$ cat config.mk
export PLATFORM = sky130hd
export DESIGN_NAME = p2d_div
export DESIGN_NICKNAME = d
export VERILOG_FILES = /design/src/hw/rtl/p2d_pkg.sv /design/src/hw/rtl/p2d_div.sv
export SDC_FILE = /design/constraint.sdc
export NUM_CORES = 1
export LEC_CHECK = 0
export BUFFER_PORTS_ARGS = -buffer_cell sky130_fd_sc_hd__buf_2
export CAP_MARGIN = 5
export CORE_ASPECT_RATIO = 2
export CORE_UTILIZATION = 35
export CTS_CLUSTER_DIAMETER = 40
export DETAILED_ROUTE_END_ITERATION = 16
export PLACE_DENSITY = 0.65
export SETUP_SLACK_MARGIN = 0.05
export SLEW_MARGIN = 20
export SYNTH_ARGS = -nofsm -noshare
export SYNTH_HDL_FRONTEND = slang
export SYNTH_SLANG_ARGS = --single-unit
$ cat constraint.sdc
create_clock -name clock -period 3.11 [get_ports clock]
set_input_delay 0 -clock clock [delete_from_list [all_inputs] [get_ports clock]]
set_output_delay 0 -clock clock [all_outputs]
set_load 0.01 [all_outputs]
$ cat src/hw/rtl/p2d_pkg.sv
// shared constants, types and helpers for the 2-d pooling block
`timescale 1ns / 1ps
package p2d_pkg;

   localparam int MAX_ROWS    = 64;
   localparam int MAX_COLS    = 64;
   localparam int MAX_KERNEL  = 8;
   localparam int SAMPLE_BITS = 16;

   // field and register widths
   localparam int ROW_W     = 6;
   localparam int COL_W     = 6;
   localparam int MAP_W     = ROW_W + 1;
   localparam int KER_W     = 4;
   localparam int PAD_W     = 3;
   localparam int CSR_W     = 4;
   localparam int CSR_IDX_W = 3;

   // derived widths
   localparam int KIDX_W  = $clog2(MAX_KERNEL + 1);
   localparam int WIN_MAX = MAX_KERNEL * MAX_KERNEL;
   localparam int CNT_W   = $clog2(WIN_MAX + 1);
   localparam int SUM_W   = SAMPLE_BITS + $clog2(WIN_MAX);
   localparam int DEPTH   = MAX_ROWS * MAX_COLS;
   localparam int ADDR_W  = $clog2(DEPTH);
   localparam int SPAN_W  = MAP_W + 1;
   localparam int POS_W   = ROW_W + KER_W + 1;
   localparam int STEP_W  = $clog2(SUM_W + 1);

   // operation codes
   localparam logic OP_LOAD  = 1'b0;
   localparam logic OP_QUERY = 1'b1;

   // pooling modes
   localparam logic MODE_MAX = 1'b0;
   localparam logic MODE_AVG = 1'b1;

   // register indexes
   localparam logic [CSR_IDX_W-1:0] CSR_POOL_MODE   = 3'd0;
   localparam logic [CSR_IDX_W-1:0] CSR_KERNEL_ROWS = 3'd1;
   localparam logic [CSR_IDX_W-1:0] CSR_KERNEL_COLS = 3'd2;
   localparam logic [CSR_IDX_W-1:0] CSR_STRIDE_ROWS = 3'd3;
   localparam logic [CSR_IDX_W-1:0] CSR_STRIDE_COLS = 3'd4;
   localparam logic [CSR_IDX_W-1:0] CSR_PAD_ROWS    = 3'd5;
   localparam logic [CSR_IDX_W-1:0] CSR_PAD_COLS    = 3'd6;

   typedef enum logic [2:0] {
      ST_IDLE,
      ST_WALK,
      ST_DRAIN,
      ST_SETTLE,
      ST_DIVIDE,
      ST_FINISH
   } p2d_state_type;

   typedef struct packed {
      logic                    start;
      logic signed [SUM_W-1:0] dividend;
      logic [CNT_W-1:0]        divisor;
   } div_req_type;

   typedef struct packed {
      logic                          done;
      logic signed [SAMPLE_BITS-1:0] quotient;
   } div_rsp_type;

   function automatic logic [KIDX_W-1:0] clamp_kernel(input logic [KER_W-1:0] k);
      logic [KIDX_W-1:0] res;
      if (k == '0) begin
         res = KIDX_W'(1);
      end else if (int'(k) > MAX_KERNEL) begin
         res = KIDX_W'(MAX_KERNEL);
      end else begin
         res = KIDX_W'(k);
      end
      return res;
   endfunction

   function automatic logic [KER_W-1:0] fix_stride(input logic [KER_W-1:0] s);
      return (s == '0) ? KER_W'(1) : s;
   endfunction

endpackage

$ cat src/hw/rtl/p2d_div.sv
// iterative signed-by-unsigned divider, one quotient bit per cycle
`timescale 1ns / 1ps
module p2d_div (
   input  logic                 clock,
   input  logic                 reset,
   input  p2d_pkg::div_req_type div_req,
   output p2d_pkg::div_rsp_type div_rsp
);
   import p2d_pkg::*;

   logic              busy_ff, busy_in;
   logic              done_ff, done_in;
   logic [STEP_W-1:0] step_ff, step_in;
   logic [CNT_W-1:0]  rem_ff, rem_in;
   logic [SUM_W-1:0]  quo_ff, quo_in;
   logic [CNT_W-1:0]  dvs_ff, dvs_in;
   logic              neg_ff, neg_in;

   logic [SUM_W-1:0]  mag;
   logic [CNT_W:0]    rem_sh;
   logic [CNT_W:0]    rem_sub;
   logic              ge;
   logic [SUM_W-1:0]  quo_signed;

   always_comb begin
      mag     = div_req.dividend[SUM_W-1] ? SUM_W'(-div_req.dividend)
                                          : SUM_W'(div_req.dividend);
      rem_sh  = {rem_ff, quo_ff[SUM_W-1]};
      rem_sub = rem_sh - {1'b0, dvs_ff};
      ge      = (rem_sh >= {1'b0, dvs_ff});

      busy_in = busy_ff;
      done_in = 1'b0;
      step_in = step_ff;
      rem_in  = rem_ff;
      quo_in  = quo_ff;
      dvs_in  = dvs_ff;
      neg_in  = neg_ff;

      if (div_req.start) begin
         busy_in = 1'b1;
         step_in = STEP_W'(SUM_W);
         rem_in  = '0;
         quo_in  = mag;
         dvs_in  = div_req.divisor;
         neg_in  = div_req.dividend[SUM_W-1];
      end else if (busy_ff) begin
         // restoring step: shift in the next dividend bit, subtract if it fits
         rem_in  = ge ? rem_sub[CNT_W-1:0] : rem_sh[CNT_W-1:0];
         quo_in  = {quo_ff[SUM_W-2:0], ge};
         step_in = step_ff - STEP_W'(1);
         if (step_ff == STEP_W'(1)) begin
            busy_in = 1'b0;
            done_in = 1'b1;
         end
      end
   end

   always_ff @(posedge clock) begin
      if (reset) begin
         busy_ff <= 1'b0;
         done_ff <= 1'b0;
      end else begin
         busy_ff <= busy_in;
         done_ff <= done_in;
      end
      step_ff <= step_in;
      rem_ff  <= rem_in;
      quo_ff  <= quo_in;
      dvs_ff  <= dvs_in;
      neg_ff  <= neg_in;
   end

   assign quo_signed       = neg_ff ? SUM_W'(-quo_ff) : quo_ff;
   assign div_rsp.done     = done_ff;
   assign div_rsp.quotient = quo_signed[SAMPLE_BITS-1:0];
endmodule

==> results of run 1 <==
-- power by group through the flow --
stage / Sequential [W] / Clock [W] / Combinational (W)
finish: 0.000732 / 0.000593 / 0.000341
global route: 0.000740 / 0.000624 / 0.000380
CTS: 0.000732 / 0.000603 / 0.000344
detailed placement: 0.000744 / 0 / 0.000334
global placement: 0.000743 / 0 / 0.000327
floorplan: 0.000728 / 0 / 0.000227
-- cells in the final DEF, fill, tap and decap left out, drive strengths merged, types with 2 or more instances in the layout --
master        n
buf          49
nor2         30
edfxtp       30
a21oi        26
nand2        25
xor2         20
inv          18
xnor2        18
o21ai        16
dfxtp        14
ha           11
o31ai         8
nor2b         8
dlygate4sd3   8
nor3          7
nand2b        7
clkbuf        7
o41ai         5
o211ai        5
nand4         5
nor3b         4
nand3         4
mux2          3
o221ai        3
or2           3
nor4          3
nand3b        2
nor4b         2
or4           2
-- area by class of cell --
cell class | instances | area share
multi-input combinational | 232 | 0.458
clock inverter | 1 | 0.00254
inverter | 18 | 0.0196
tap | 96 | 0.0348
timing repair buffer | 57 | 0.0951
clock buffer | 7 | 0.0475
sequential | 44 | 0.343
-- sequential cells by signal (all words and copies together) (netlist names) --
register / cells
quo_ff: 22
rem_ff: 7
neg_ff: 1
busy_ff: 1
step_ff: 5
done_ff: 1
dvs_ff: 7
-- routing by layer --
| layer | vias to the layer above | global-route usage | part of all wire |
|---|---|---|---|
| met1 | 1127 | 0.160 | 0.38 |
| met5 | - | 0 | 0 |
| met2 | 40 | 0.321 | 0.58 |
| met3 | 10 | 0.0208 | 0.021 |
| li1 | 1203 | - | - |
| met4 | 0 | 0.0839 | 0.025 |
-- how the worst min path moves through the flow --
stage | start | endpoint | slack [ns] | cells after the start
2_1_floorplan | reset | busy_ff | 0.07 | 1
3_3_place_gp | reset | busy_ff | 0.18 | 2
3_5_place_dp | div_req[4] | dvs_ff[4] | 0.18 | 1
4_1_cts | div_req[27] | quo_ff[20] | 0.1 | 3
5_1_grt | div_req[27] | quo_ff[20] | 0.14 | 3
6_report | div_req[27] | quo_ff[20] | 0.11 | 3
-- worst register-to-register path: stages (launching register included) --
cell,delay [ns]
edfxtp_1,0.34
inv_1,0.05
ha_1,0.21
fa_1,0.38
nor2b_1,0.28
o22ai_2,0.17
a31oi_4,0.29
or2_1,0.31
a311oi_1,0.13
-- metrics by stage --
stage               std cells   util  total power [W]  worst slack [ns]  cell area [um^2]
floorplan                 309      -         0.000955              1.14              2890
global placement          439  0.402          0.00107             0.889              3190
detailed placement        439  0.402          0.00108             0.800              3190
CTS                       455  0.434          0.00168             0.802              3450
global route              455  0.434          0.00174             0.628              3450
finish                    455  0.434          0.00167             0.820              3450
-- logic make-up after synthesis --
family,share of synthesized area
adder cells (fa/ha/maj),0.0545
AO/OA/AOI/OAI,0.164
flip-flops,0.408
buffers and inverters,0.0459
XOR/XNOR,0.115
multiplexers,0.0151
AND/OR/NAND/NOR,0.196
-- cell usage after synthesis, types with 10 or more instances --
master	count
inv_1	18
xnor2_1	18
nand2_1	25
o21ai_0	13
clkbuf_1	10
ha_1	11
dfxtp_1	14
xor2_1	20
edfxtp_1	30
a21oi_1	26
nor2_1	30
-- repair_timing --
item | in CTS | in global routing
hold buffers | 8 | 0
endpoints found under the setup margin | 0 | 0
gates resized for setup | 0 | 0
endpoints found under the hold margin | 9 | 0
==> reports/qor.txt, run 1 <==
Post-synth top area cell - edfxtp_1
Syn Inst Count - 309
Maximum buffer depth of the clock tree - 2
Ports - 49
Syn nets - 353
Startpoint types - flip-flop
DR vias - 2380
Clock transition at path regs - 0.06 ns
Routed Antenna Nets - 0
DRT Wirelength - 6610 um
Starting Density - 0.364
CP max stage cell - fa_1
Syn avg cell area - 9.36 um^2
R2R Path End - rem_ff[0]
CTS tree - done
Synth top area cells - edfxtp_1 (31%), dfxtp_1 (9.7%), xor2_1 (6.1%)
Clock power share - 0.356
Gr ovfl total - 0
Row count - 46
Hold WS - 0.108 ns
CTS Buf Count - 5
Synth unique cells - 52
Yosys warnings - 0
DR WL/cell - 14.5 um
Drt drc - 0
Setup TNS - 0 ns
Chip width - 66.3 um
RSZ-0062 raised after global routing - no
DIE HEIGHT - 131 um
Clk_skew - 0.00624 ns
RR Startpoint - quo_ff[21]
DP HPWL - 5200 um
Routability cong. - 0.821
Internal Pwr Total - 0.00121 W
Seq/Total Area, Yosys - 0.408
Largest net degree at the start of global routing - 35
CP required - 3.26 ns
Worst-Skew Late Latency - 0.29 ns
Number of global-route vias before repair - 2369
Worst min path class - in -> reg
Multi-input gate area - 1580 um^2
Drt initial violations - 105
Slew Viols, Final - 0
Antenna cells - 0
Cell count along the critical path - 8
Register area - 1180 um^2
Post-CTS Setup Bufs - 0
Ys flop type - edfxtp_1
Pre-antenna DRT Iters - 4
Count of final setup violators - 0
Synthesized area - 2890 um^2
Tot GR Track Use - 0.164
Switching power total - 0.000458 W
Sink Count - 44
Final worst path period share - 0.736
CP Launch Point - quo_ff[21]
Highest Clock Rate - 437 MHz
Fin nets - 402
Net Sw Frac - 0.275
Clock period minus worst slack - 2.29 ns
Final Hold Viols - 0
Cell family with the largest share of critical-path delay - simple AND/OR/NAND/NOR gates
Status - finished clean
Root Buffer - clkbuf_16
Ys async rst share - 0
Worst vdd ir - 214 uV
Gate power share - 0.205
CP Cell Sequence - inv_1 > ha_1 > fa_1 > nor2b_1 > o22ai_2 > a31oi_4 > or2_1 > a311oi_1
Yosys reg bits - 44
Slew margin rel. - 0.453
Top-area cell type share of the netlist area - 0.312
R2R cell count - 8
Synth-to-layout area growth - 19.2%
Worst reg2reg setup slack - 0.82 ns
Arrival time worst endpoint - 2.44 ns
Initial antenna violation count - 0
Worst path bufs/invs - 1
Maxcap violations - 0
Flop pwr share - 0.439
Layout cell share with drive strength beyond 1 - 0.195
Crit path largest cell delay - 0.38 ns
PD cells - 483 nW/um^2
First-pass GRT wire length - 10700 um
Die Area - 8650 um^2
Slew @ Worst Pin - 0.820 ns
LEAKAGE - 1.34 nW
Crit path max fanout - 9
# fillers - 799
Worst setup path endpoint - rem_ff[0]
CP Capture Type - flip-flop
PortBufs - 48
Htree depth - 2
Setup Crit Path Kind - reg -> reg
Post-synth EDFFs - 30
Core ar. - 7940 um^2
Vias per inst - 5.23
No activity file was read; power rests on OpenSTA's default activity.
==> run 2: changes to the inputs <==
==> constraint.sdc (replaced) <==
create_clock -name clock -period 2.2 [get_ports clock]
set_input_delay 0 -clock clock [delete_from_list [all_inputs] [get_ports clock]]
set_output_delay 0 -clock clock [all_outputs]
set_load 0.01 [all_outputs]
==> run 2 against run 1 <==
  * Total power rose by 44%
  * Critical path type unchanged
  * Worst hold slack worse by 0.050 ns
  * First-iteration DRC count rose by 23%
==> reports/qor.txt, run 2 (synthesis results as in run 1) <==
Status - finished clean
Net Sw Frac - 0.269 (-0.00588)
Pre-antenna DRT Iters - 4 (unchanged)
Row count - 46 (unchanged)
LEAKAGE - 1.39 nW (+3.7%)
Routability cong. - 0.831 (+1.2%)
Final WS setup - 0.103 ns (-0.717 ns)
Htree depth - 2 (unchanged)
DRT Wirelength - 6600 um (-0.12%)
DR WL/cell - 14.3 um (-1.8%)
Gate power share - 0.210 (+0.005)
Top reg by flops - quo_ff
Worst vdd ir - 294 uV (+38%)
DIE HEIGHT - 131 um (unchanged)
Synth-to-layout area growth - 22.6%
Placed Instances - 444 (+1.1%)
Worst-Skew Late Latency - 0.29 ns (about the same)
Arrival time worst endpoint - 2.28 ns (-0.16 ns)
Worst min path class - in -> reg
Place WS - -0.00575 ns (-0.805 ns)
Slew @ Worst Pin - 0.607 ns (-0.213 ns)
Maxcap violations - 0 (unchanged)
Fin nets - 410 (+2.0%)
CTS Buf Count - 5 (unchanged)
Vias per inst - 5.31 (+1.5%)
RSZ-0062 raised after global routing - yes
Number of global-route vias before repair - 2420 (+2.2%)
Final Hold Viols - 0 (unchanged)
Largest net degree at the start of global routing - 47 (+34%)
DP HPWL - 5120 um (-1.6%)
Most common cell after layout, fill and taps aside - buf_2
Drt drc - 0 (unchanged)
Ports - 49 (unchanged)
Highest Clock Rate - 477 MHz (+9.2%)
Starting Density - 0.364 (unchanged)
Final worst path period share - 0.953 (+0.217)
Switching power total - 0.000644 W (+41%)
Clock power share - 0.358 (+0.002)
Tot GR Track Use - 0.168 (+0.00404)
Clock period minus worst slack - 2.10 ns (-0.193 ns)
PortBufs - 48 (unchanged)
Final instance area - 3540 um^2 (+2.8%)
First-pass GRT wire length - 11000 um (+2.7%)
DR vias - 2459 (+3.3%)
Internal Pwr Total - 0.00175 W (+45%)
Die Area - 8650 um^2 (unchanged)
Antenna cells - 0 (unchanged)
CP required - 2.38 ns (-0.88 ns)
Core ar. - 7940 um^2 (unchanged)
Most frequent cells in the layout - buf_2 (48), edfxtp_1 (30), nor2_1 (29)
DP Area - 3230 um^2 (+1.2%)
Gr ovfl total - 0 (unchanged)
Root Buffer - clkbuf_16
Clk_skew - 0.00450 ns (-0.00174 ns)
Initial antenna violation count - 0 (unchanged)
Count of final setup violators - 0 (unchanged)
Flop pwr share - 0.433 (-0.006)
Power Total - 0.00240 W (+44%)
Routed Antenna Nets - 0 (unchanged)
Clock transition at path regs - 0.06 ns (about the same)
Setup Crit Path Kind - reg -> reg
CTS tree - done
Chip width - 66.3 um (unchanged)
Maximum buffer depth of the clock tree - 2 (unchanged)
Layout cell share with drive strength beyond 1 - 0.234 (+0.0393)
Sink Count - 44 (unchanged)
PD cells - 676 nW/um^2 (+40%)
Slew margin rel. - 0.595 (+0.142)
Drt initial violations - 129 (+23%)
Startpoint types - flip-flop
Largest registers - quo_ff: 22 flops, dvs_ff: 7 flops, rem_ff: 7 flops
Slew Viols, Final - 0 (unchanged)
Largest register FFs - 22 (unchanged)
CP Capture Type - flip-flop
Non-Filler Instances - 463 (+1.8%)
Crit path max fanout - 7 (-2)
==> run 2: changes by cell type in the layout (fill, tap and decap cells not counted), sizes merged <==
cell	before	now
buf	49	57
clkinv	1	0
clkbuf	7	8
==> run 2: final timing paths <==
path	startpoint	endpoint	slack (ns)	cells past startpoint
worst max-delay path	quo_ff[21]	rem_ff[2]	0.10	9
worst min-delay path	div_req[29]	step_ff[3]	0.06	2
worst min register to register	step_ff[4]	step_ff[4]	0.50	2
worst max register to register	quo_ff[21]	rem_ff[2]	0.10	9
==> run 2: critical path: stages, from the launching register on <==
cell	delay, ns
edfxtp_1	0.39
inv_1	0.08
ha_1	0.19
fa_2	0.23
nor2b_2	0.07
o22ai_2	0.15
a31oi_4	0.13
buf_4	0.16
or2_4	0.28
a221o_1	0.32
==> run 2: power groups by stage <==
stage          combinational, W  clock, W  sequential [W]
2_1_floorplan          0.000321         0         0.00103
3_3_place_gp           0.000472         0         0.00105
3_5_place_dp           0.000479         0         0.00105
4_1_cts                0.000495  0.000876         0.00103
5_1_grt                0.000560  0.000917         0.00105
6_report               0.000502  0.000857         0.00104
==> run 2: area by class of cell <==
class,count,area [um^2]
clock buffers,8,178
fillers,785,4400
inverters,18,67.6
multi-input cells,232,1610
flip-flops and latches,44,1180
well taps,96,120
repair buffers,65,388
==> run 2: metrics by stage <==
step | utilization | TNS [ns] | hold WS [ns]
2_1_floorplan | - | 0 | 0.0724
3_3_place_gp | 0.407 | 0 | 0.177
3_5_place_dp | 0.407 | -0.0113 | 0.181
4_1_cts | 0.440 | 0 | 0.0580
5_1_grt | 0.446 | 0 | 0.0989
6_report | 0.446 | 0 | 0.0588
==> run 2: what timing repair did <==
action                                  in CTS  in global routing
hold buffers                                 8                  0
pin swaps                                    0                  3
resized for setup                            2                  6
hold endpoints to repair                     9                  0
buffers inserted                             0                  3
endpoints found under the setup margin       7                  4
==> run 2: metal layers <==
| layer | wire length [um] | GRT usage | share of wire | up-vias |
|---|---|---|---|---|
| met1 | 2460 | 0.179 | 0.37 | 1145 |
| met3 | 206 | 0.0269 | 0.031 | 23 |
| li1 | - | - | - | 1225 |
| met4 | 297 | 0.110 | 0.045 | 0 |
| met2 | 3640 | 0.297 | 0.55 | 66 |
| met5 | 0 | 0 | 0 | - |
==> run 3: changes to the inputs <==
--- a/config.mk
+++ b/config.mk
@@ -11,9 +11,10 @@
 export CORE_UTILIZATION = 35
 export CTS_CLUSTER_DIAMETER = 40
 export DETAILED_ROUTE_END_ITERATION = 16
-export PLACE_DENSITY = 0.65
+export PLACE_DENSITY = 0.67
 export SETUP_SLACK_MARGIN = 0.05
 export SLEW_MARGIN = 20
 export SYNTH_ARGS = -nofsm -noshare
 export SYNTH_HDL_FRONTEND = slang
 export SYNTH_SLANG_ARGS = --single-unit
+export TNS_END_PERCENT = 50
==> constraint.sdc (replaced) <==
create_clock -name clock -period 1.9 [get_ports clock]
set_input_delay 0 -clock clock [delete_from_list [all_inputs] [get_ports clock]]
set_output_delay 0 -clock clock [all_outputs]
set_load 0.01 [all_outputs]
==> run 3 against run 2 <==
  * The flow now finishes with violations (negative setup slack)
  * Sequential share of layout area shrank 2.2 points
  * Die area is the same
  * Setup slack lost 0.16 ns
  * Global-route usage grew 0.72 points
  * Critical path type unchanged
  * Largest cell class unchanged
  * Largest power group unchanged
  * Highest routed layer unchanged
==> reports/qor.txt, run 3 (synthesis results as in run 1) <==
Status - finished, violations left
Failing checks - negative setup slack
Synth-to-layout area growth - 31.2%
Largest registers - quo_ff: 22 flops, dvs_ff: 7 flops, rem_ff: 7 flops
Internal Pwr Total - 0.00201 W (+15%)
Clock power share - 0.340 (-0.018)
CTS Buf Count - 5 (unchanged)
Antenna cells - 0 (unchanged)
Top reg by flops - quo_ff
Worst-Skew Late Latency - 0.30 ns (about the same)
Setup Crit Path Kind - reg -> reg
Routability cong. - 0.792 (-4.7%)
Slew margin rel. - 0.599 (+0.00421)
Final worst path period share - 1.03 (+0.0756)
Worst reg2reg setup slack - -0.05 ns (-0.16 ns)
Fin nets - 432 (+5.4%)
DP HPWL - 5400 um (+5.5%)
Drt initial violations - 139 (+7.8%)
Clk_skew - 0.0121 ns (+0.00757 ns)
RR Startpoint - dvs_ff[0]
DIE HEIGHT - 131 um (unchanged)
PortBufs - 48 (unchanged)
Worst min path class - in -> reg
DR vias - 2546 (+3.5%)
Flop pwr share - 0.423 (-0.010)
Maximum buffer depth of the clock tree - 2 (unchanged)
Layout cell share with drive strength beyond 1 - 0.314 (+0.0793)
Maxcap violations - 0 (unchanged)
CP required - 2.11 ns (-0.27 ns)
Starting Density - 0.364 (unchanged)
First-pass GRT wire length - 11600 um (+4.9%)
Final Hold Viols - 0 (unchanged)
PD cells - 745 nW/um^2 (+10%)
CP Capture Type - flip-flop
Slew @ Worst Pin - 0.602 ns (-0.00507 ns)
Slew Viols, Final - 0 (unchanged)
Arrival time worst endpoint - 2.17 ns (-0.11 ns)
Startpoint types - flip-flop
Switching power total - 0.000812 W (+26%)
Drt drc - 0 (unchanged)
Power Total - 0.00283 W (+18%)
Most common cell after layout, fill and taps aside - buf_2
Pre-antenna DRT Iters - 4 (unchanged)
Worst vdd ir - 374 uV (+27%)
Count of final setup violators - 10 (+10)
Place WS - -0.136 ns (-0.130 ns)
Tot GR Track Use - 0.175 (+0.00722)
Gr ovfl total - 0 (unchanged)
Initial antenna violation count - 0 (unchanged)
Vias per inst - 5.25 (-1.2%)
LEAKAGE - 1.51 nW (+8.8%)
Row count - 46 (unchanged)
Worst hold start - div_req[29]
Largest register FFs - 22 (unchanged)
Most frequent cells in the layout - buf_2 (48), edfxtp_1 (30), nor2_1 (28), buf_4 (28), a21oi_1 (26)
DR WL/cell - 14.6 um (+2.2%)
Number of global-route vias before repair - 2553 (+5.5%)
Clock period minus worst slack - 1.95 ns (-0.142 ns)
Sink Count - 44 (unchanged)
Core ar. - 7940 um^2 (unchanged)
Final WS setup - -0.0548 ns (-0.158 ns)
Net Sw Frac - 0.287 (+0.0184)
Routed Antenna Nets - 0 (unchanged)
DRT Wirelength - 7070 um (+7.1%)
Root Buffer - clkbuf_16
Crit path max fanout - 5 (-2)
Htree depth - 2 (unchanged)
Chip width - 66.3 um (unchanged)
CTS tree - done
Clock transition at path regs - 0.07 ns (about the same)
Largest net degree at the start of global routing - 49 (+4.3%)
Die Area - 8650 um^2 (unchanged)
Highest Clock Rate - 512 MHz (+7.3%)
Gate power share - 0.237 (+0.027)
Ports - 49 (unchanged)
RSZ-0062 raised after global routing - yes
CP Launch Point - dvs_ff[0]
[run 3: cell count changes in the layout (fill, tap and decap cells not counted), sizes merged]
| cell | change |
|---|---|
| buf | +22 |
| clkbuf | -2 |
| clkinv | +2 |
[run 3: area by class of cell]
cell class / count / area (um^2)
flip-flops and latches: 44 / 1180
multi-input cells: 232 / 1680
clock buffers: 6 / 150
clock inverters: 2 / 17.5
well taps: 96 / 120
repair buffers: 87 / 573
inverters: 18 / 67.6
fillers: 757 / 4150
[run 3: worst paths after layout]
path                                    to  depth (start not counted)
worst max-delay path             rem_ff[0]                          8
worst min-delay path            step_ff[3]                          2
worst min register to register   rem_ff[6]                          2
worst max register to register   rem_ff[0]                          8
[run 3: routing by layer]
metal / wire [um] / part of all wire / GRT usage
met4: 225 / 0.032 / 0.100
met3: 244 / 0.035 / 0.0200
met2: 3930 / 0.56 / 0.331
met1: 2670 / 0.38 / 0.179
met5: 0 / 0 / 0
[run 3: power groups by stage]
stage / clock [W] / combinational [W] / sequential (W)
final: 0.000961 / 0.000669 / 0.00120
after global routing: 0.000994 / 0.000742 / 0.00121
after floorplan: 0 / 0.000377 / 0.00119
after CTS: 0.000975 / 0.000646 / 0.00119
after global placement: 0 / 0.000590 / 0.00121
after detailed placement: 0 / 0.000604 / 0.00121
[run 3: worst max-delay path, cell delays in order (launching register included)]
cell and delay (ns):
edfxtp_1 0.39, ha_2 0.21, fa_2 0.38, nor2b_4 0.16
o22ai_2 0.10, a31oi_4 0.23, buf_6 0.13, nor4b_1 0.04
a311oi_1 0.22
[run 3: stage by stage]
step / TNS (ns) / util / hold WS (ns) / instances / instance area [um^2]
CTS: -0.409 / 0.466 / 0.102 / 479 / 3700
global placement: -0.464 / 0.425 / 0.177 / 460 / 3370
finish: -0.335 / 0.478 / 0.101 / 485 / 3790
floorplan: 0 / - / 0.0724 / 309 / 2910
global route: -1.47 / 0.478 / 0.128 / 485 / 3790
detailed placement: -0.861 / 0.425 / 0.180 / 460 / 3370
[run 3: timing repair]
item	4_1_cts	5_1_grt
pin swaps	5	6
hold buffers	8	0
gates resized for setup	13	14
endpoints found under the hold margin	9	0
setup endpoints to repair	15	17
setup buffers	3	6
